$ cat src/uwt_pkg.sv
// Shared types, constants and the delimiter classifier of the word tokenizer.
package uwt_pkg;

  localparam int WORD_NUMBER_WIDTH_DEF = 16;
  localparam int QUEUE_DEPTH_DEF       = 4;

  localparam int BYTE_W      = 8;
  localparam int WORD_NUM_W  = 16;
  localparam int NUM_SEQS    = 19;
  localparam int BUF_DEPTH   = 6;
  localparam int CNT_W       = 3;

  typedef logic [BYTE_W-1:0] byte_t;
  typedef byte_t [BUF_DEPTH-1:0] win_t;

  typedef enum logic [1:0] {
    ACT_NONE,
    ACT_WORD,
    ACT_DELIM,
    ACT_END
  } act_kind_t;

  // one queue entry: what the front decided, plus end-of-item marker
  typedef struct packed {
    act_kind_t kind;
    byte_t     data;
    logic      eos;
  } act_t;

  typedef struct packed {
    logic             pend;
    logic             is_delim;
    logic [CNT_W-1:0] len;
  } cls_t;

  typedef struct packed {
    byte_t                 word_byte;
    logic                  first_of_word;
    logic                  last_of_word;
    logic [WORD_NUM_W-1:0] word_number;
    logic                  last_of_run;
  } res_t;

  localparam logic [CNT_W-1:0] SEQ_LEN [NUM_SEQS] = '{
    3'd3, 3'd3, 3'd3, 3'd3, 3'd3, 3'd3, 3'd3, 3'd3, 3'd3, 3'd3,
    3'd3, 3'd3, 3'd3, 3'd3, 3'd3, 3'd3, 3'd3, 3'd6, 3'd6
  };

  // full-width punctuation, tried in this order
  localparam byte_t SEQ_BYTES [NUM_SEQS][BUF_DEPTH] = '{
    '{8'hEF, 8'hBC, 8'h8C, 8'h00, 8'h00, 8'h00},
    '{8'hE3, 8'h80, 8'h82, 8'h00, 8'h00, 8'h00},
    '{8'hEF, 8'hBC, 8'h81, 8'h00, 8'h00, 8'h00},
    '{8'hEF, 8'hBC, 8'h9F, 8'h00, 8'h00, 8'h00},
    '{8'hEF, 8'hBC, 8'h9B, 8'h00, 8'h00, 8'h00},
    '{8'hEF, 8'hBC, 8'h9A, 8'h00, 8'h00, 8'h00},
    '{8'hE3, 8'h80, 8'h81, 8'h00, 8'h00, 8'h00},
    '{8'hEF, 8'hBC, 8'h88, 8'h00, 8'h00, 8'h00},
    '{8'hEF, 8'hBC, 8'h89, 8'h00, 8'h00, 8'h00},
    '{8'hE3, 8'h80, 8'h8A, 8'h00, 8'h00, 8'h00},
    '{8'hE3, 8'h80, 8'h8B, 8'h00, 8'h00, 8'h00},
    '{8'hE3, 8'h80, 8'h90, 8'h00, 8'h00, 8'h00},
    '{8'hE3, 8'h80, 8'h91, 8'h00, 8'h00, 8'h00},
    '{8'hE2, 8'h80, 8'h9C, 8'h00, 8'h00, 8'h00},
    '{8'hE2, 8'h80, 8'h9D, 8'h00, 8'h00, 8'h00},
    '{8'hE2, 8'h80, 8'h98, 8'h00, 8'h00, 8'h00},
    '{8'hE2, 8'h80, 8'h99, 8'h00, 8'h00, 8'h00},
    '{8'hE2, 8'h80, 8'h94, 8'hE2, 8'h80, 8'h94},
    '{8'hE2, 8'h80, 8'hA6, 8'hE2, 8'h80, 8'hA6}
  };

  function automatic logic uwt_ascii_delim(input byte_t c);
    return ((c >= 8'h09) && (c <= 8'h0D)) || (c == 8'h20) ||
           ((c >= 8'h21) && (c <= 8'h2F)) || ((c >= 8'h3A) && (c <= 8'h40)) ||
           ((c >= 8'h5B) && (c <= 8'h60)) || ((c >= 8'h7B) && (c <= 8'h7E));
  endfunction

  // decide on the head of the window: word byte, delimiter of len bytes, or pend
  function automatic cls_t uwt_classify(input win_t win, input logic [CNT_W-1:0] cnt,
                                        input logic eot);
    cls_t r;
    logic found;
    logic hit;
    r = '{pend: 1'b0, is_delim: 1'b0, len: CNT_W'(1)};
    found = 1'b0;
    if (uwt_ascii_delim(win[0])) begin
      r.is_delim = 1'b1;
      found = 1'b1;
    end
    for (int s = 0; s < NUM_SEQS; s++) begin
      hit = 1'b1;
      for (int k = 0; k < BUF_DEPTH; k++) begin
        if ((k < cnt) && (k < SEQ_LEN[s]) && (win[k] != SEQ_BYTES[s][k])) begin
          hit = 1'b0;
        end
      end
      if (!found && hit) begin
        if (cnt >= SEQ_LEN[s]) begin
          r.is_delim = 1'b1;
          r.len = SEQ_LEN[s];
          found = 1'b1;
        end else if (!eot) begin
          r.pend = 1'b1;
          found = 1'b1;
        end
      end
    end
    return r;
  endfunction

endpackage

$ cat src/uwt_if.sv
// Valid/ready channel interfaces for text bytes in and word bytes out.
interface uwt_in_if;
  import uwt_pkg::*;
  logic  valid;
  logic  ready;
  byte_t text_byte;
  logic  end_of_text;
  modport source (output valid, text_byte, end_of_text, input ready);
  modport sink (input valid, text_byte, end_of_text, output ready);
endinterface

interface uwt_out_if;
  import uwt_pkg::*;
  logic                  valid;
  logic                  ready;
  byte_t                 word_byte;
  logic                  first_of_word;
  logic                  last_of_word;
  logic [WORD_NUM_W-1:0] word_number;
  logic                  last_of_run;
  modport source (output valid, word_byte, first_of_word, last_of_word, word_number,
                  last_of_run, input ready);
  modport sink (input valid, word_byte, first_of_word, last_of_word, word_number,
                last_of_run, output ready);
endinterface

$ cat src/uwt_front.sv
// Front end: lookahead window, sequence matching, one decision per cycle into the queue while it is not full.
module uwt_front (
  input  logic                      clk,
  input  logic                      rst_n,
  input  logic                      in_valid,
  output logic                      in_ready,
  input  uwt_pkg::byte_t            in_byte,
  input  logic                      in_eot,
  output logic                      q_push,
  output uwt_pkg::act_t             q_item,
  input  logic                      q_full
);
  import uwt_pkg::*;

  win_t             buf_r, buf_nxt;
  logic [CNT_W-1:0] cnt_r, cnt_nxt;
  logic             eot_r, eot_nxt;
  logic             open_r, open_nxt;

  cls_t             c0, c1;
  win_t             rem, base;
  logic [CNT_W-1:0] rem_cnt, base_cnt;
  logic             decide, rem_done, fire, drop_now, closing, acc;

  always_comb begin
    c0 = uwt_classify(buf_r, cnt_r, eot_r);
    decide = (cnt_r != '0) && !c0.pend;

    rem = buf_r;
    case (c0.len)
      CNT_W'(3): begin
        for (int i = 0; i < BUF_DEPTH - 3; i++) rem[i] = buf_r[i+3];
      end
      CNT_W'(6): rem = buf_r;
      default: begin
        for (int i = 0; i < BUF_DEPTH - 1; i++) rem[i] = buf_r[i+1];
      end
    endcase
    rem_cnt  = cnt_r - c0.len;
    c1       = uwt_classify(rem, rem_cnt, eot_r);
    rem_done = (rem_cnt == '0) || c1.pend;

    q_item.data = buf_r[0];
    q_item.eos  = 1'b1;
    q_item.kind = ACT_NONE;
    if (decide) begin
      q_item.kind = c0.is_delim ? ACT_DELIM : ACT_WORD;
      q_item.eos  = !eot_r && rem_done;
    end else if (eot_r) begin
      q_item.kind = ACT_END;
    end

    q_push   = open_r;
    fire     = open_r && !q_full;
    drop_now = fire && decide;
    closing  = fire && q_item.eos;
    in_ready = !open_r || closing;
    acc      = in_valid && in_ready;

    base     = drop_now ? rem : buf_r;
    base_cnt = drop_now ? rem_cnt : cnt_r;
    buf_nxt  = base;
    cnt_nxt  = base_cnt;
    if (acc) begin
      for (int i = 0; i < BUF_DEPTH; i++) begin
        if (CNT_W'(i) == base_cnt) buf_nxt[i] = in_byte;
      end
      cnt_nxt = base_cnt + CNT_W'(1);
    end

    eot_nxt  = acc ? in_eot : (closing ? 1'b0 : eot_r);
    open_nxt = acc ? 1'b1 : (closing ? 1'b0 : open_r);
  end

  always_ff @(posedge clk) begin
    buf_r <= buf_nxt;
    if (!rst_n) begin
      cnt_r  <= '0;
      eot_r  <= 1'b0;
      open_r <= 1'b0;
    end else begin
      cnt_r  <= cnt_nxt;
      eot_r  <= eot_nxt;
      open_r <= open_nxt;
    end
  end

endmodule

$ cat src/uwt_queue.sv
// Short register FIFO of decisions between front and back.
module uwt_queue #(
  parameter int DEPTH = uwt_pkg::QUEUE_DEPTH_DEF
) (
  input  logic          clk,
  input  logic          rst_n,
  input  logic          push,
  input  uwt_pkg::act_t push_item,
  output logic          full,
  input  logic          pop,
  output uwt_pkg::act_t pop_item,
  output logic          not_empty
);
  import uwt_pkg::*;

  localparam int AW = $clog2(DEPTH);
  localparam int CW = $clog2(DEPTH + 1);

  act_t          slot_r [DEPTH];
  logic [AW-1:0] wr_ptr_r, rd_ptr_r;
  logic [CW-1:0] fill_r;
  logic          do_push, do_pop;

  assign full      = (fill_r == CW'(DEPTH));
  assign not_empty = (fill_r != '0);
  assign pop_item  = slot_r[rd_ptr_r];
  assign do_push   = push && !full;
  assign do_pop    = pop && not_empty;

  always_ff @(posedge clk) begin
    if (do_push) slot_r[wr_ptr_r] <= push_item;
    if (!rst_n) begin
      wr_ptr_r <= '0;
      rd_ptr_r <= '0;
      fill_r   <= '0;
    end else begin
      if (do_push) wr_ptr_r <= (wr_ptr_r == AW'(DEPTH - 1)) ? '0 : wr_ptr_r + AW'(1);
      if (do_pop)  rd_ptr_r <= (rd_ptr_r == AW'(DEPTH - 1)) ? '0 : rd_ptr_r + AW'(1);
      fill_r <= fill_r + CW'(do_push) - CW'(do_pop);
    end
  end

endmodule

$ cat src/uwt_back.sv
// Back end: held byte, word counter, run-end tagging and the output register.
module uwt_back #(
  parameter int WORD_NUMBER_WIDTH = uwt_pkg::WORD_NUMBER_WIDTH_DEF
) (
  input  logic          clk,
  input  logic          rst_n,
  input  logic          q_valid,
  input  uwt_pkg::act_t q_item,
  output logic          q_pop,
  output logic          out_valid,
  input  logic          out_ready,
  output uwt_pkg::res_t out_res
);
  import uwt_pkg::*;

  byte_t                        held_r, held_nxt;
  logic                         held_v_r, held_v_nxt;
  logic                         held_first_r, held_first_nxt;
  logic [WORD_NUMBER_WIDTH-1:0] wcnt_r, wcnt_nxt;
  res_t                         cand_r, cand_nxt;
  logic                         cand_v_r, cand_v_nxt;
  logic                         cand_final_r, cand_final_nxt;
  res_t                         out_r, out_nxt;
  logic                         out_v_r, out_v_nxt;

  res_t res;
  logic res_v, out_free, move;

  always_comb begin
    res_v = q_valid && held_v_r && (q_item.kind != ACT_NONE);
    res.word_byte     = held_r;
    res.first_of_word = held_first_r;
    res.last_of_word  = (q_item.kind != ACT_WORD);
    res.word_number   = WORD_NUM_W'(wcnt_r);
    res.last_of_run   = 1'b0;

    out_free = !out_v_r || out_ready;
    move  = cand_v_r && out_free && (cand_final_r || (q_valid && (res_v || q_item.eos)));
    q_pop = q_valid && (out_free || !(cand_v_r && (res_v || q_item.eos || cand_final_r)));

    held_nxt       = held_r;
    held_v_nxt     = held_v_r;
    held_first_nxt = held_first_r;
    wcnt_nxt       = wcnt_r;
    if (q_pop) begin
      case (q_item.kind)
        ACT_WORD: begin
          held_nxt       = q_item.data;
          held_first_nxt = !held_v_r;
          held_v_nxt     = 1'b1;
        end
        ACT_DELIM: begin
          if (held_v_r && (wcnt_r != '1)) wcnt_nxt = wcnt_r + WORD_NUMBER_WIDTH'(1);
          held_v_nxt     = 1'b0;
          held_first_nxt = 1'b0;
        end
        ACT_END: begin
          wcnt_nxt       = '0;
          held_v_nxt     = 1'b0;
          held_first_nxt = 1'b0;
        end
        default: ;
      endcase
    end

    cand_nxt       = cand_r;
    cand_v_nxt     = cand_v_r;
    cand_final_nxt = cand_final_r;
    if (q_pop && res_v) begin
      cand_nxt       = res;
      cand_v_nxt     = 1'b1;
      cand_final_nxt = q_item.eos;
    end else if (move) begin
      cand_v_nxt     = 1'b0;
      cand_final_nxt = 1'b0;
    end

    out_nxt   = out_r;
    out_v_nxt = out_v_r && !out_ready;
    if (move) begin
      out_nxt             = cand_r;
      out_nxt.last_of_run = cand_final_r || (q_item.eos && !res_v);
      out_v_nxt           = 1'b1;
    end
  end

  assign out_valid = out_v_r;
  assign out_res   = out_r;

  always_ff @(posedge clk) begin
    held_r <= held_nxt;
    cand_r <= cand_nxt;
    out_r  <= out_nxt;
    if (!rst_n) begin
      held_v_r     <= 1'b0;
      held_first_r <= 1'b0;
      wcnt_r       <= '0;
      cand_v_r     <= 1'b0;
      cand_final_r <= 1'b0;
      out_v_r      <= 1'b0;
    end else begin
      held_v_r     <= held_v_nxt;
      held_first_r <= held_first_nxt;
      wcnt_r       <= wcnt_nxt;
      cand_v_r     <= cand_v_nxt;
      cand_final_r <= cand_final_nxt;
      out_v_r      <= out_v_nxt;
    end
  end

endmodule

$ cat src/utf8_word_tokenizer_core.sv
// Splits a UTF-8 byte stream into words at ASCII space/punctuation and full-width punctuation.
// The block takes one text byte per cycle at most, and a new one only once its front end has
// settled the last; it gives at most one word byte per cycle. Each accepted item opens a run
// in the front end, which makes one decision per cycle while the queue is not full, on its
// six-byte lookahead window (ASCII delimiter, one of the full-width sequences, or word byte),
// and takes the next item in the cycle that settles the current one. The bytes released by a
// byte that breaks a partial sequence match are decided on one by one; at the last byte of a
// text the front decides on every byte still in the window (a whole sequence is one decision)
// and then on an end marker. A queue of QUEUE_DEPTH decisions lets the front run on while
// the output side is stalled. Each word byte is held until the next decision shows whether it
// ends its word, and a result leaves only once it is known whether it is the last of its run.
// word_number counts from zero within each text and stops at 2^WORD_NUMBER_WIDTH-1; its low
// 16 bits are shown.
module utf8_word_tokenizer_core #(
  parameter int WORD_NUMBER_WIDTH = uwt_pkg::WORD_NUMBER_WIDTH_DEF,
  parameter int QUEUE_DEPTH       = uwt_pkg::QUEUE_DEPTH_DEF
) (
  input  logic           clk,
  input  logic           rst_n,
  uwt_in_if.sink         in_chan,
  uwt_out_if.source      out_chan
);
  import uwt_pkg::*;

  logic q_push, q_full, q_pop, q_valid;
  act_t q_in_item, q_out_item;
  res_t res;

  uwt_front u_front (
    .clk      (clk),
    .rst_n    (rst_n),
    .in_valid (in_chan.valid),
    .in_ready (in_chan.ready),
    .in_byte  (in_chan.text_byte),
    .in_eot   (in_chan.end_of_text),
    .q_push   (q_push),
    .q_item   (q_in_item),
    .q_full   (q_full)
  );

  uwt_queue #(
    .DEPTH (QUEUE_DEPTH)
  ) u_queue (
    .clk       (clk),
    .rst_n     (rst_n),
    .push      (q_push),
    .push_item (q_in_item),
    .full      (q_full),
    .pop       (q_pop),
    .pop_item  (q_out_item),
    .not_empty (q_valid)
  );

  uwt_back #(
    .WORD_NUMBER_WIDTH (WORD_NUMBER_WIDTH)
  ) u_back (
    .clk       (clk),
    .rst_n     (rst_n),
    .q_valid   (q_valid),
    .q_item    (q_out_item),
    .q_pop     (q_pop),
    .out_valid (out_chan.valid),
    .out_ready (out_chan.ready),
    .out_res   (res)
  );

  assign out_chan.word_byte     = res.word_byte;
  assign out_chan.first_of_word = res.first_of_word;
  assign out_chan.last_of_word  = res.last_of_word;
  assign out_chan.word_number   = res.word_number;
  assign out_chan.last_of_run   = res.last_of_run;

endmodule

$ cat src/flat_wrapper.sv
// flat-port wrapper written by rule: the top's interface ports become plain ports
module utf8_word_tokenizer_core_flat import uwt_pkg::*;
#(
  parameter int WORD_NUMBER_WIDTH = uwt_pkg::WORD_NUMBER_WIDTH_DEF,
  parameter int QUEUE_DEPTH       = uwt_pkg::QUEUE_DEPTH_DEF
)
  (clk, rst_n, in_chan_valid, in_chan_text_byte, in_chan_end_of_text, in_chan_ready, out_chan_valid, out_chan_word_byte, out_chan_first_of_word, out_chan_last_of_word, out_chan_word_number, out_chan_last_of_run, out_chan_ready);
  uwt_in_if in_chan_i ();
  uwt_out_if out_chan_i ();
  input  logic clk;
  input  logic rst_n;
  input wire logic [$bits(in_chan_i.valid)-1:0] in_chan_valid;
  input wire logic [$bits(in_chan_i.text_byte)-1:0] in_chan_text_byte;
  input wire logic [$bits(in_chan_i.end_of_text)-1:0] in_chan_end_of_text;
  output wire logic [$bits(in_chan_i.ready)-1:0] in_chan_ready;
  output wire logic [$bits(out_chan_i.valid)-1:0] out_chan_valid;
  output wire logic [$bits(out_chan_i.word_byte)-1:0] out_chan_word_byte;
  output wire logic [$bits(out_chan_i.first_of_word)-1:0] out_chan_first_of_word;
  output wire logic [$bits(out_chan_i.last_of_word)-1:0] out_chan_last_of_word;
  output wire logic [$bits(out_chan_i.word_number)-1:0] out_chan_word_number;
  output wire logic [$bits(out_chan_i.last_of_run)-1:0] out_chan_last_of_run;
  input wire logic [$bits(out_chan_i.ready)-1:0] out_chan_ready;
  assign in_chan_i.valid = in_chan_valid;
  assign in_chan_i.text_byte = in_chan_text_byte;
  assign in_chan_i.end_of_text = in_chan_end_of_text;
  assign in_chan_ready = in_chan_i.ready;
  assign out_chan_valid = out_chan_i.valid;
  assign out_chan_word_byte = out_chan_i.word_byte;
  assign out_chan_first_of_word = out_chan_i.first_of_word;
  assign out_chan_last_of_word = out_chan_i.last_of_word;
  assign out_chan_word_number = out_chan_i.word_number;
  assign out_chan_last_of_run = out_chan_i.last_of_run;
  assign out_chan_i.ready = out_chan_ready;
  utf8_word_tokenizer_core #(.WORD_NUMBER_WIDTH(WORD_NUMBER_WIDTH), .QUEUE_DEPTH(QUEUE_DEPTH)) u_core (.clk(clk), .rst_n(rst_n), .in_chan(in_chan_i), .out_chan(out_chan_i));
endmodule
$ cat config.mk
export PLATFORM = sky130hd
export DESIGN_NAME = utf8_word_tokenizer_core_flat
export DESIGN_NICKNAME = d
export VERILOG_FILES = /design/src/uwt_pkg.sv /design/src/uwt_if.sv /design/src/uwt_front.sv /design/src/uwt_queue.sv /design/src/uwt_back.sv /design/src/utf8_word_tokenizer_core.sv /design/src/flat_wrapper.sv
export SDC_FILE = /design/constraint.sdc
export NUM_CORES = 1
export LEC_CHECK = 0
export BUFFER_PORTS_ARGS = -buffer_cell sky130_fd_sc_hd__buf_2
export CAP_MARGIN = 10
export CORE_UTILIZATION = 25
export DETAILED_ROUTE_END_ITERATION = 12
export PLACE_DENSITY_LB_ADDON = 0.15
export SLEW_MARGIN = 10
export SYNTH_ARGS = -nofsm -noshare
export SYNTH_HDL_FRONTEND = slang
export SYNTH_SLANG_ARGS = --single-unit
$ cat constraint.sdc
create_clock -name clk -period 11.4 [get_ports clk]
set_clock_uncertainty 0.05 [all_clocks]
set_input_delay 1.14 -clock clk [delete_from_list [all_inputs] [get_ports clk]]
set_output_delay 1.14 -clock clk [all_outputs]
set_load 0.02 [all_outputs]
==> results.cfg <==
[layout]
instances_no_fill = 1273
layout_common_cells = edfxtp_1 (113), nand2_1 (76), dfxtp_1 (75)
layout_commonest_cell = edfxtp_1
drive_above_1_share = 0.174
nNetsFinal = 834
diodes = 0
final_area_sq_um = 10100
synthToLayoutAreaGrowth_pct = 14.1

[drt]
postRouteAntennaNets = 0
viasPerCell = 4.86
wl_per_cell_microns = 18.2
firstDrtPassIters = 5
drt_iter0_markers = 474
drc = 0
vias = 6183
routed_wl_mm = 23.2

[critical_path]
path_common_cell = a2111oi_0
r2r_slack_ns = 4.35
crit_path_max_incr_delay_ns = 0.87
crit_chain = nand4b_1 -> a2111oi_0 -> o221ai_1 -> a221o_1 -> a211oi_4 -> buf_4 -> nor2_1 -> inv_1 -> fa_1 -> or2_2 -> a2111oi_0 -> nand3_1 -> nor4_4 -> a21oi_1 -> nor2b_1 -> o21ai_0 -> buf_2
crit_fanout = 37
worstPathArrival_ns = 6.55
cp_top_family = compound AO/OA/AOI/OAI gates
slowest_stage = a2111oi_0
crit_path_end_kind = output pin
r2r-start = u_core.u_front.buf_r[20]$_DFF_P_
crit_required_ns = 10.21
path_buf_inv = 3
regToRegEndpoint = u_core.u_front.buf_r[34]$_DFF_P_
crit_type = reg2out
reg2reg_depth = 20
startpoint_type = flip-flop

[global_route]
grt_max_degree = 38
grtUsageTotal = 0.134
grt_pass1_vias = 6085
grt_first_pass_wirelength_mm = 36.3
grt_overflow = 0
grt_antenna_before_repair = 1

[sta]
finalSetupViolations = 0
tightest_slew_ns = 1.07
fmax_ghz = 0.129
hold_viol_final = 0
worst_hold_slack_ns = 0.371
period_share = 0.679
rsz0062_at_grt = false
max_slew_margin = 0.285
period_minus_slack_ns = 7.74
maxSlewViolCount = 0
worst_slack_ns = 3.66
finalSetupTns_ns = 0

[logic_synthesis]
synth.top_cell.area_share = 0.382
async_flop_share = 0
synth_seq_cells = 188
synthTopCellsByArea = edfxtp_1 (38%), dfxtp_1 (17%), mux2_2 (3.6%)
syn_inst = 775
ys_types = 79
syn_nets = 804
yosysSeqAreaShare = 0.551
synth-edff-count = 113
syn-cell-area_sq_um = 8880
synth_flop_cell = edfxtp_1
synth_top_cell_by_area = edfxtp_1
yosys_warnings = 0
avgSynthCellArea_sq_um = 11.5

[die]
coreArea_sq_um = 34700
dieArea_sq_um = 36300
dieHeight_microns = 190
initial_core_util = 0.256
rows = 68
ioPinCount = 42
die_x_microns = 190

[pwr]
peakVddDrop_v = 0.000147
p_leak_uw = 0.00348
powerDensity_nw_per_um2 = 257

[clocking]
clk_root_buffer_cell = clkbuf_16
postCtsSetupBuffers = 0
clock_latency_ns = 0.45
cts_tree = done
cts_hold_buf = 0
cts.path.max_buffers = 2
postCtsResizedCells = 0
htree_levels = 4
cts.clk_slew.worst_paths_ns = 0.07
cts.sinks = 188
cts_buffers = 17

[placed_design]
pre_cts_slack_ns = 4.22
io_buffers = 41
dp_hpwl_mm = 16.5
place_congestion = 0.897
place_area_sq_um = 9560
placed_cells = 1241

[min_path]
hold_start = u_core.u_back.cand_r[18]$_DFFE_PP_
hp-class = reg2reg
hold_path_depth = 0
holdPathEnd = u_core.u_back.out_res[18]$_DFFE_PP_

[run_status]
status = completed

[job]
cap_violations = 0
==> how the worst max path moves through the flow <==
stage / start / endpoint / depth (start not counted)
5_1_grt: u_core.u_front.buf_r[20]$_DFF_P_ / in_chan_ready / 17
3_3_place_gp: u_core.u_front.buf_r[20]$_DFF_P_ / in_chan_ready / 21
2_1_floorplan: u_core.u_front.buf_r[11]$_DFF_P_ / in_chan_ready / 17
6_report: u_core.u_front.buf_r[20]$_DFF_P_ / in_chan_ready / 17
3_5_place_dp: u_core.u_front.buf_r[20]$_DFF_P_ / in_chan_ready / 21
4_1_cts: u_core.u_front.buf_r[19]$_DFF_P_ / in_chan_ready / 21
==> through the flow <==
stage / utilization / total power (uW)
2_1_floorplan: - / 1740
3_3_place_gp: 0.275 / 2050
3_5_place_dp: 0.275 / 2040
4_1_cts: 0.292 / 2630
5_1_grt: 0.292 / 2780
6_report: 0.292 / 2610
==> cells in the mapped netlist (3+ instances only) <==
library cell / count
and4_1: 3
and2_1: 8
nand2_1: 76
nand4_1: 8
inv_1: 26
o211ai_1: 7
a31oi_1: 15
nand3b_1: 4
mux2_4: 8
clkbuf_1: 24
a21oi_1: 30
o21a_1: 3
dfxtp_1: 75
nor2_1: 58
buf_1: 3
or2_2: 6
edfxtp_1: 113
a21boi_0: 9
o21ai_0: 31
or3_1: 6
nor3_1: 14
nand3_1: 32
a22o_1: 4
nand2b_1: 11
mux2i_1: 17
mux2_1: 7
xor2_1: 12
a2111oi_0: 7
nor2b_1: 13
o21ai_1: 5
and3_1: 8
nand4b_1: 3
nor4_1: 3
mux4_2: 11
xnor2_1: 6
buf_2: 5
ha_1: 14
o22ai_1: 4
nor4b_1: 7
mux2_2: 28
==> logic make-up after synthesis <==
family,Yosys count,share of synthesized area
compound gates,147,0.112
xor+xnor,18,0.0178
fa+ha+maj,17,0.0254
buf+inv,59,0.0261
flops,188,0.551
mux,71,0.105
simple gates,275,0.162
==> layout make-up <==
cell class / instances / area (sq um)
clock inverters: 14 / 140
inverters: 26 / 97.6
multi-input cells: 528 / 3770
well taps: 455 / 569
flip-flops and latches: 188 / 4890
clock buffers: 18 / 429
fillers: 3643 / 24600
repair buffers: 44 / 228
==> layer usage <==
layer | up-vias | share of wire | routed length [microns] | track usage
met5 | - | 0 | 0 | 0
met4 | 0 | 0.028 | 642 | 0.0585
met3 | 38 | 0.032 | 738 | 0.0225
met2 | 150 | 0.47 | 10800 | 0.214
met1 | 3031 | 0.47 | 11000 | 0.177
li1 | 2964 | - | - | -
==> where the power goes <==
| part | switching [uW] | internal (uW) | leakage [uW] | total (uW) |
|---|---|---|---|---|
| Clock | 293 | 292 | 0.000280 | 585 |
| Combinational | 493 | 369 | 0.00157 | 862 |
| Sequential | 228 | 932 | 0.00163 | 1160 |
==> state kept, by name (all words and copies together) (netlist names), 2 cells and up, named ones only <==
signal / flops
u_core.u_back.cand_r: 26
u_core.u_back.held_r: 8
u_core.u_back.out_res: 27
u_core.u_back.wcnt_r: 16
u_core.u_front.buf_r: 40
u_core.u_front.cnt_r: 3
u_core.u_front.q_item: 8
u_core.u_queue.fill_r: 3
u_core.u_queue.rd_ptr_r: 2
u_core.u_queue.slot_r: 44
u_core.u_queue.wr_ptr_r: 2
(Power assumes the default switching activity.)
